[src/rtl/crc8fp_pkg.sv]
package crc8fp_pkg;

   localparam logic [7:0] MAX_PAYLOAD = 8'd64;
   localparam logic [7:0] SYNC_FIRST  = 8'hAA;
   localparam logic [7:0] SYNC_SECOND = 8'h55;
   // CRC-8/MAXIM, reflected form of 0x31
   localparam logic [7:0] CRC_POLY    = 8'h8C;

   localparam logic CMD_START = 1'b0;
   localparam logic CMD_DATA  = 1'b1;

   // queue between front and back; depth must be a power of two
   localparam int QUEUE_DEPTH = 4;
   localparam int QUEUE_PTR_W = $clog2(QUEUE_DEPTH);
   localparam int QUEUE_CNT_W = QUEUE_PTR_W + 1;

   localparam logic [1:0] KIND_REJECT    = 2'd0;
   localparam logic [1:0] KIND_HEADER    = 2'd1;
   localparam logic [1:0] KIND_DATA      = 2'd2;
   localparam logic [1:0] KIND_DATA_LAST = 2'd3;

   typedef struct packed {
      logic [1:0] kind;
      logic [7:0] value;   // type on a header, payload byte on data
      logic [7:0] len;
      logic [7:0] crc;     // running CRC after this item
   } entry_type;

   function automatic logic [7:0] crc8_update(input logic [7:0] crc, input logic [7:0] b);
      logic [7:0] c;
      c = crc ^ b;
      for (int i = 0; i < 8; i++) begin
         c = c[0] ? ((c >> 1) ^ CRC_POLY) : (c >> 1);
      end
      return c;
   endfunction

endpackage

[src/rtl/crc8fp_req_if.sv]
interface crc8fp_req_if;
   logic       valid;
   logic       ready;
   logic       command;
   logic [7:0] pkt_type;
   logic [7:0] frame_len;
   logic [7:0] data_byte;

   modport source (output valid, output command, output pkt_type, output frame_len,
                   output data_byte, input ready);
   modport sink (input valid, input command, input pkt_type, input frame_len,
                 input data_byte, output ready);
endinterface

[src/rtl/crc8fp_rsp_if.sv]
interface crc8fp_rsp_if;
   logic       valid;
   logic       ready;
   logic [7:0] out_byte;
   logic       frame_end;
   logic       rejected;

   modport source (output valid, output out_byte, output frame_end, output rejected,
                   input ready);
   modport sink (input valid, input out_byte, input frame_end, input rejected,
                 output ready);
endinterface

[src/rtl/crc8_frame_packer_top.sv]
// channel | dir | handshake    | payload
// req     | in  | valid/ready  | command, pkt_type, frame_len, data_byte
// rsp     | out | valid/ready  | out_byte, frame_end, rejected
//
// One item accepted per cycle while the four-entry queue has room.
// A payload item in an open frame yields one or two bytes (byte, then CRC on the last), one
// per cycle while rsp is ready; a start item yields four or five bytes, a rejection one byte,
// all through one output register, so the output byte rate sets the sustained item rate.
// Reset is synchronous: closes any frame, empties the queue, drops the output byte.
// A stalled rsp holds its byte; req stalls only when the queue is full.
module crc8_frame_packer_top
   import crc8fp_pkg::*;
(
   input  logic          clock,
   input  logic          reset,
   crc8fp_req_if.sink    req,
   crc8fp_rsp_if.source  rsp
);

   logic      push;
   entry_type push_entry;
   logic      queue_full;
   logic      pop;
   logic      head_valid;
   entry_type head_entry;

   crc8fp_front u_front (
      .clock      (clock),
      .reset      (reset),
      .req        (req),
      .queue_full (queue_full),
      .push       (push),
      .push_entry (push_entry)
   );

   crc8fp_queue u_queue (
      .clock      (clock),
      .reset      (reset),
      .push       (push),
      .push_entry (push_entry),
      .full       (queue_full),
      .pop        (pop),
      .head_valid (head_valid),
      .head_entry (head_entry)
   );

   crc8fp_back u_back (
      .clock      (clock),
      .reset      (reset),
      .head_valid (head_valid),
      .head_entry (head_entry),
      .pop        (pop),
      .rsp        (rsp)
   );

endmodule

[src/rtl/crc8fp_front.sv]
module crc8fp_front
   import crc8fp_pkg::*;
(
   input  logic              clock,
   input  logic              reset,
   crc8fp_req_if.sink        req,
   input  logic              queue_full,
   output logic              push,
   output entry_type         push_entry
);

   logic [7:0] crc_ff, crc_in;
   logic [7:0] left_ff, left_in;
   logic       open_ff, open_in;
   logic       accept;
   logic [7:0] crc_hdr;
   logic [7:0] crc_data;

   assign req.ready = !queue_full;
   assign accept    = req.valid && req.ready;

   assign crc_hdr  = crc8_update(crc8_update(8'h00, req.pkt_type), req.frame_len);
   assign crc_data = crc8_update(crc_ff, req.data_byte);

   always_comb begin
      crc_in           = crc_ff;
      left_in          = left_ff;
      open_in          = open_ff;
      push             = 1'b0;
      push_entry.kind  = KIND_REJECT;
      push_entry.value = req.data_byte;
      push_entry.len   = req.frame_len;
      push_entry.crc   = crc_data;
      if (accept) begin
         if (req.command == CMD_START) begin
            push = 1'b1;
            if (req.frame_len > MAX_PAYLOAD) begin
               // abandon any open frame
               crc_in  = 8'h00;
               left_in = 8'h00;
               open_in = 1'b0;
            end else begin
               push_entry.kind  = KIND_HEADER;
               push_entry.value = req.pkt_type;
               push_entry.crc   = crc_hdr;
               crc_in           = crc_hdr;
               left_in          = req.frame_len;
               open_in          = (req.frame_len != 8'h00);
            end
         end else if (open_ff) begin
            // payload bytes outside a frame are dropped
            push    = 1'b1;
            crc_in  = crc_data;
            left_in = left_ff - 8'd1;
            if (left_ff == 8'd1) begin
               push_entry.kind = KIND_DATA_LAST;
               open_in         = 1'b0;
            end else begin
               push_entry.kind = KIND_DATA;
            end
         end
      end
   end

   always_ff @(posedge clock) begin
      if (reset) begin
         crc_ff  <= 8'h00;
         left_ff <= 8'h00;
         open_ff <= 1'b0;
      end else begin
         crc_ff  <= crc_in;
         left_ff <= left_in;
         open_ff <= open_in;
      end
   end

   a_open_has_bytes: assert property (@(posedge clock) disable iff (reset)
      open_ff |-> (left_ff != 8'h00) && (left_ff <= MAX_PAYLOAD))
      else $error("open frame with bad byte count");

endmodule

[src/rtl/crc8fp_queue.sv]
module crc8fp_queue
   import crc8fp_pkg::*;
(
   input  logic      clock,
   input  logic      reset,
   input  logic      push,
   input  entry_type push_entry,
   output logic      full,
   input  logic      pop,
   output logic      head_valid,
   output entry_type head_entry
);

   entry_type              slot_ff [QUEUE_DEPTH];
   logic [QUEUE_PTR_W-1:0] wr_ptr_ff, wr_ptr_in;
   logic [QUEUE_PTR_W-1:0] rd_ptr_ff, rd_ptr_in;
   logic [QUEUE_CNT_W-1:0] count_ff, count_in;

   assign full       = (count_ff == QUEUE_CNT_W'(QUEUE_DEPTH));
   assign head_valid = (count_ff != '0);
   assign head_entry = slot_ff[rd_ptr_ff];

   always_comb begin
      // pointers wrap on their own since the depth is a power of two
      wr_ptr_in = push ? wr_ptr_ff + 1'b1 : wr_ptr_ff;
      rd_ptr_in = pop  ? rd_ptr_ff + 1'b1 : rd_ptr_ff;
      count_in  = count_ff + QUEUE_CNT_W'(push) - QUEUE_CNT_W'(pop);
   end

   always_ff @(posedge clock) begin
      if (push) begin
         slot_ff[wr_ptr_ff] <= push_entry;
      end
   end

   always_ff @(posedge clock) begin
      if (reset) begin
         wr_ptr_ff <= '0;
         rd_ptr_ff <= '0;
         count_ff  <= '0;
      end else begin
         wr_ptr_ff <= wr_ptr_in;
         rd_ptr_ff <= rd_ptr_in;
         count_ff  <= count_in;
      end
   end

   a_no_overflow: assert property (@(posedge clock) disable iff (reset)
      full |-> !push)
      else $error("push into full queue");

   a_no_underflow: assert property (@(posedge clock) disable iff (reset)
      !head_valid |-> !pop)
      else $error("pop from empty queue");

endmodule

[src/rtl/crc8fp_back.sv]
module crc8fp_back
   import crc8fp_pkg::*;
(
   input  logic       clock,
   input  logic       reset,
   input  logic       head_valid,
   input  entry_type  head_entry,
   output logic       pop,
   crc8fp_rsp_if.source rsp
);

   localparam logic [2:0] POS_SYNC1 = 3'd0;
   localparam logic [2:0] POS_SYNC2 = 3'd1;
   localparam logic [2:0] POS_TYPE  = 3'd2;
   localparam logic [2:0] POS_LEN   = 3'd3;
   localparam logic [2:0] POS_CRC   = 3'd4;

   logic [2:0] pos_ff, pos_in;
   logic       valid_ff, valid_in;
   logic [7:0] byte_ff, byte_in;
   logic       end_ff, end_in;
   logic       rej_ff, rej_in;
   logic       load;
   logic [7:0] sel_byte;
   logic       sel_end;
   logic       sel_rej;
   logic       sel_last;

   assign load = head_valid && (!valid_ff || rsp.ready);

   always_comb begin
      sel_byte = head_entry.value;
      sel_end  = 1'b0;
      sel_rej  = 1'b0;
      sel_last = 1'b1;
      case (head_entry.kind)
         KIND_REJECT: begin
            sel_byte = 8'h00;
            sel_end  = 1'b1;
            sel_rej  = 1'b1;
         end
         KIND_HEADER: begin
            sel_last = 1'b0;
            case (pos_ff)
               POS_SYNC1: sel_byte = SYNC_FIRST;
               POS_SYNC2: sel_byte = SYNC_SECOND;
               POS_TYPE:  sel_byte = head_entry.value;
               POS_LEN: begin
                  sel_byte = head_entry.len;
                  sel_last = (head_entry.len != 8'h00);
               end
               default: begin
                  sel_byte = head_entry.crc;
                  sel_end  = 1'b1;
                  sel_last = 1'b1;
               end
            endcase
         end
         KIND_DATA: sel_byte = head_entry.value;
         default: begin
            // last payload byte, then the CRC trailer
            if (pos_ff == POS_SYNC1) begin
               sel_byte = head_entry.value;
               sel_last = 1'b0;
            end else begin
               sel_byte = head_entry.crc;
               sel_end  = 1'b1;
            end
         end
      endcase
   end

   always_comb begin
      pos_in   = pos_ff;
      valid_in = valid_ff;
      byte_in  = byte_ff;
      end_in   = end_ff;
      rej_in   = rej_ff;
      pop      = 1'b0;
      if (load) begin
         valid_in = 1'b1;
         byte_in  = sel_byte;
         end_in   = sel_end;
         rej_in   = sel_rej;
         if (sel_last) begin
            pop    = 1'b1;
            pos_in = POS_SYNC1;
         end else begin
            pos_in = pos_ff + 3'd1;
         end
      end else if (rsp.ready) begin
         valid_in = 1'b0;
      end
   end

   always_ff @(posedge clock) begin
      if (reset) begin
         pos_ff   <= POS_SYNC1;
         valid_ff <= 1'b0;
      end else begin
         pos_ff   <= pos_in;
         valid_ff <= valid_in;
      end
   end

   always_ff @(posedge clock) begin
      byte_ff <= byte_in;
      end_ff  <= end_in;
      rej_ff  <= rej_in;
   end

   assign rsp.valid     = valid_ff;
   assign rsp.out_byte  = byte_ff;
   assign rsp.frame_end = end_ff;
   assign rsp.rejected  = rej_ff;

   a_pos_range: assert property (@(posedge clock) disable iff (reset)
      pos_ff <= POS_CRC)
      else $error("byte position out of range");

   a_reject_form: assert property (@(posedge clock) disable iff (reset)
      (valid_ff && rej_ff) |-> (end_ff && byte_ff == 8'h00))
      else $error("malformed rejection");

endmodule

[src/flat_wrapper.sv]
// flat-port wrapper written by rule: the top's interface ports become plain ports
module crc8_frame_packer_top_flat import crc8fp_pkg::*;
  (clock, reset, req_valid, req_command, req_pkt_type, req_frame_len, req_data_byte, req_ready, rsp_valid, rsp_out_byte, rsp_frame_end, rsp_rejected, rsp_ready);
  crc8fp_req_if req_i ();
  crc8fp_rsp_if rsp_i ();
  input  logic clock;
  input  logic reset;
  input wire logic [$bits(req_i.valid)-1:0] req_valid;
  input wire logic [$bits(req_i.command)-1:0] req_command;
  input wire logic [$bits(req_i.pkt_type)-1:0] req_pkt_type;
  input wire logic [$bits(req_i.frame_len)-1:0] req_frame_len;
  input wire logic [$bits(req_i.data_byte)-1:0] req_data_byte;
  output wire logic [$bits(req_i.ready)-1:0] req_ready;
  output wire logic [$bits(rsp_i.valid)-1:0] rsp_valid;
  output wire logic [$bits(rsp_i.out_byte)-1:0] rsp_out_byte;
  output wire logic [$bits(rsp_i.frame_end)-1:0] rsp_frame_end;
  output wire logic [$bits(rsp_i.rejected)-1:0] rsp_rejected;
  input wire logic [$bits(rsp_i.ready)-1:0] rsp_ready;
  assign req_i.valid = req_valid;
  assign req_i.command = req_command;
  assign req_i.pkt_type = req_pkt_type;
  assign req_i.frame_len = req_frame_len;
  assign req_i.data_byte = req_data_byte;
  assign req_ready = req_i.ready;
  assign rsp_valid = rsp_i.valid;
  assign rsp_out_byte = rsp_i.out_byte;
  assign rsp_frame_end = rsp_i.frame_end;
  assign rsp_rejected = rsp_i.rejected;
  assign rsp_i.ready = rsp_ready;
  crc8_frame_packer_top u_core (.clock(clock), .reset(reset), .req(req_i), .rsp(rsp_i));
endmodule
[config.mk]
export PLATFORM = sky130hd
export DESIGN_NAME = crc8_frame_packer_top_flat
export DESIGN_NICKNAME = d
export VERILOG_FILES = /design/src/rtl/crc8fp_pkg.sv /design/src/rtl/crc8fp_req_if.sv /design/src/rtl/crc8fp_rsp_if.sv /design/src/rtl/crc8_frame_packer_top.sv /design/src/rtl/crc8fp_front.sv /design/src/rtl/crc8fp_queue.sv /design/src/rtl/crc8fp_back.sv /design/src/flat_wrapper.sv
export SDC_FILE = /design/constraint.sdc
export NUM_CORES = 1
export LEC_CHECK = 0
export ABC_AREA = 0
export BUFFER_PORTS_ARGS = -buffer_cell sky130_fd_sc_hd__buf_4
export CORE_ASPECT_RATIO = 0.5
export CORE_MARGIN = 4
export CORE_UTILIZATION = 40
export CTS_CLUSTER_DIAMETER = 100
export DETAILED_ROUTE_END_ITERATION = 7
export REMOVE_ABC_BUFFERS = 1
export SLEW_MARGIN = 20
export SYNTH_ARGS = -nofsm -noshare
export SYNTH_HDL_FRONTEND = slang
export SYNTH_SLANG_ARGS = --single-unit
[constraint.sdc]
create_clock -name clock -period 4.5 [get_ports clock]
set_clock_uncertainty 0.15 [all_clocks]
set_input_delay 0.9 -clock clock [delete_from_list [all_inputs] [get_ports clock]]
set_output_delay 0.9 -clock clock [all_outputs]
set_load 0.02 [all_outputs]
==> results by group <==
Place
  – GPL Wtd Cong: 0.8029
  – Hpwl dp: 10850 um
  – Number of port buffers: 40

Floorplan
  – Core box area: 16600 um^2
  – Starting Density: 41.47%
  – Die Y: 100.8 um
  – # rows: 33
  – Full die area: 19500 um^2
  – Io pins: 41
  – Chip width: 193.5 um

Critical path
  – Crit Path Max Fanout: 12
  – CP Data Arrival Time: 3.75 ns
  – Worst setup path category: reg -> reg
  – R2R cell count: 12
  – Critical path required time: 4.65 ns
  – Reg2Reg Setup Slack: 0.90 ns
  – Worst setup SP type: register
  – Reg-to-Reg End: u_core.u_queue.count_ff[2]
  – Crit end category: register

Timing
  – Hold Vio Cnt, Final: 0
  – Final Max Tran Viols: 0
  – Slew headroom: 46.17%
  – Unrepaired setup endpoints after global routing: false
  – Fmax achieved: 277.7 MHz
  – Final worst path period share: 80.02%
  – Final min period: 3.601 ns
  – Setup violators final: 0
  – Setup TNS: 0 ns
  – Slew @ Worst Pin: 0.8058 ns
  – Worst hold slack: 0.3389 ns

Layout
  – Nets@finish: 606
  – Fillers: 1447
  – Ant diodes: 0
  – Multi-input gate area in the final layout: 2689 um^2
  – Storage cell area: 4025 um^2
  – Layout area overhead: 17.18%
  – Layout cells sized above 1: 20.66%

Drt
  – Length of the first detailed-routing pass in iterations: 5
  – Vias: 4275
  – Routed WL: 15730 um
  – Initial drt markers: 417
  – DRC Markers: 0
  – Via density: 5.324
  – Wirelength per Cell: 19.59 um
  – Final ANT Viol Nets: 0

CTS
  – Post-CTS Setup Repair Bufs: 0
  – Clk root buf: clkbuf_16
  – Max clock buf depth: 2
  – Inserted Clock Buffers: 17
  – Clock Latency Late Sink: 0.42 ns
  – Cts repair resizes: 0
  – CTS tree: built
  – H-tree Lvls: 4
  – Post-CTS Hold Buffers: 0
  – Clk slew on worst S/H paths: 0.06 ns
  – CTS sink cnt: 144

Global routing
  – Total grt overflow: 0
  – Largest net degree at the start of global routing: 29
  – Vias in the first global route: 4259
  – Antenna violations before repair: 1
  – First-pass GRT wire length: 24970 um
  – Global Route Usage Sum: 17.02%

Synth
  – Post-synth EDFFs: 114
  – Area of the mapped netlist: 6883 um^2
  – Post-synth top area cell: edfxtp_1
  – #FFs+latches synth: 144
  – Synth Warn #: 0
  – Avg Synthesized Cell Area: 13.39 um^2
  – Yosys cell types: 54
  – Syn Inst Count: 514
  – Register area share after synthesis: 58.46%
  – Ys async rst share: 0%
  – Most numerous cell in the Yosys netlist: edfxtp_1
  – Synth top cells by count: 114 x edfxtp_1, 57 x nand2_1, 47 x nor2_1, 44 x a21oi_1, 39 x xnor2_1
  – Synth top area share: 49.74%
  – Top_reg_cell synth: edfxtp_1
  – Synth top area cells: edfxtp_1 50%, dfxtp_1 8.7%, mux4_2 6.2%

Power
  – Pleak: 0.002861 uW
  – Pwr Density: 606.2 nW/um^2
  – VDD IR max: 300.6 uV

Outcome
  – Status: completed

Min path
  – Worst Hold Path EP: u_core.u_back.rsp.valid
  – Hold Crit Start: u_core.u_back.rsp.valid
  – Worst hold stages: 2
  – Hold Path Class: reg -> reg

Job
  – Max Cap Viol: 0
layout by cell type, fill, tap and decap left out, drive strengths merged, types with 5 or more instances in the layout:
cell type  count
edfxtp       114
nand2         57
buf           52
nor2          47
a21oi         44
xnor2         42
dfxtp         30
mux4          26
clkbuf        20
inv           17
ha            13
nor3          12
a211oi        11
and2           7
xor2           7
nor4           7
xnor3          7
o21ai          6
o211ai         6
nand2b         5
kinds of logic (layout without fill, tap and decap cells):
logic type	Yosys count	count (layout)	synth area share, %
buffers and inverters	37	99	2.581
AND/OR/NAND/NOR	149	149	9.980
XOR/XNOR	57	57	9.235
AO/OA/AOI/OAI	86	86	8.053
adder cells (fa/ha/maj)	14	14	2.654
multiplexers	27	27	9.035
flip-flops	144	144	58.46
through the flow:
| step | setup WS [ns] | cell area, um^2 | std cells | power [uW] | util (%) |
|---|---|---|---|---|---|
| after floorplan | 0.4547 | 6761 | 492 | 2940 | - |
| after global placement | 0.8496 | 7445 | 771 | 3414 | 44.85 |
| after detailed placement | 0.9091 | 7445 | 771 | 3427 | 44.85 |
| after CTS | 0.8893 | 8065 | 803 | 4926 | 48.59 |
| after global routing | 0.7479 | 8065 | 803 | 5164 | 48.59 |
| final | 0.8993 | 8065 | 803 | 4889 | 48.59 |
power by group:
| part | switching (uW) | internal (uW) | leakage [uW] |
|---|---|---|---|
| Combinational | 917 | 680 | 0.00127 |
| Sequential | 98.1 | 1710 | 0.00130 |
| Clock | 550 | 932 | 0.000295 |
state kept, by name (all words and copies together), names as in the netlist, 2 cells and up, named ones only:
register / count
u_core.u_back.pos_ff: 3
u_core.u_queue.wr_ptr_ff: 2
u_core.u_front.left_ff: 8
u_core.u_front.crc_ff: 8
u_core.u_queue.slot_ff: 104
u_core.u_queue.rd_ptr_ff: 2
u_core.u_queue.count_ff: 3
u_core.u_back.rsp.out_byte: 8
worst max-delay path: stages (launching register included):
cell,delay [ns]
dfxtp_2,0.56
buf_4,0.28
mux4_2,0.54
nor4_1,0.19
a21boi_0,0.16
o221a_4,0.31
ha_1,0.27
inv_1,0.04
ha_1,0.20
fa_1,0.40
xnor2_1,0.20
xnor2_1,0.14
nor2_1,0.05
cell type report:
| type | instances | share of cell area [%] |
|---|---|---|
| clock buffers | 20 | 5.414 |
| well taps | 227 | 3.522 |
| clock inverters | 12 | 2.280 |
| repair buffers | 52 | 4.840 |
| multi-input cells | 333 | 33.34 |
| inverters | 15 | 0.6981 |
| flip-flops and latches | 144 | 49.91 |
worst max path at each step:
stage | endpoint | slack [ns] | cells after the start | from
after detailed placement | u_core.u_queue.count_ff[2] | 0.91 | 12 | register
after floorplan | u_core.u_queue.count_ff[2] | 0.45 | 11 | register
after global routing | u_core.u_queue.count_ff[2] | 0.75 | 12 | register
final | u_core.u_queue.count_ff[2] | 0.90 | 12 | register
after global placement | u_core.u_queue.count_ff[2] | 0.85 | 12 | register
after CTS | u_core.u_queue.count_ff[2] | 0.89 | 12 | register
routing by layer:
layer / GRT usage, % / share of wire [%] / vias to the layer above / routed length (um)
met5: 0 / 0 / - / 0
met4: 5.111 / 1.2 / 0 / 191
met3: 3.940 / 5.7 / 19 / 894
met2: 24.95 / 43 / 123 / 6759
met1: 25.40 / 50 / 2125 / 7885
li1: - / - / 2008 / -
Note: power is estimated with default switching activity, not from simulation.
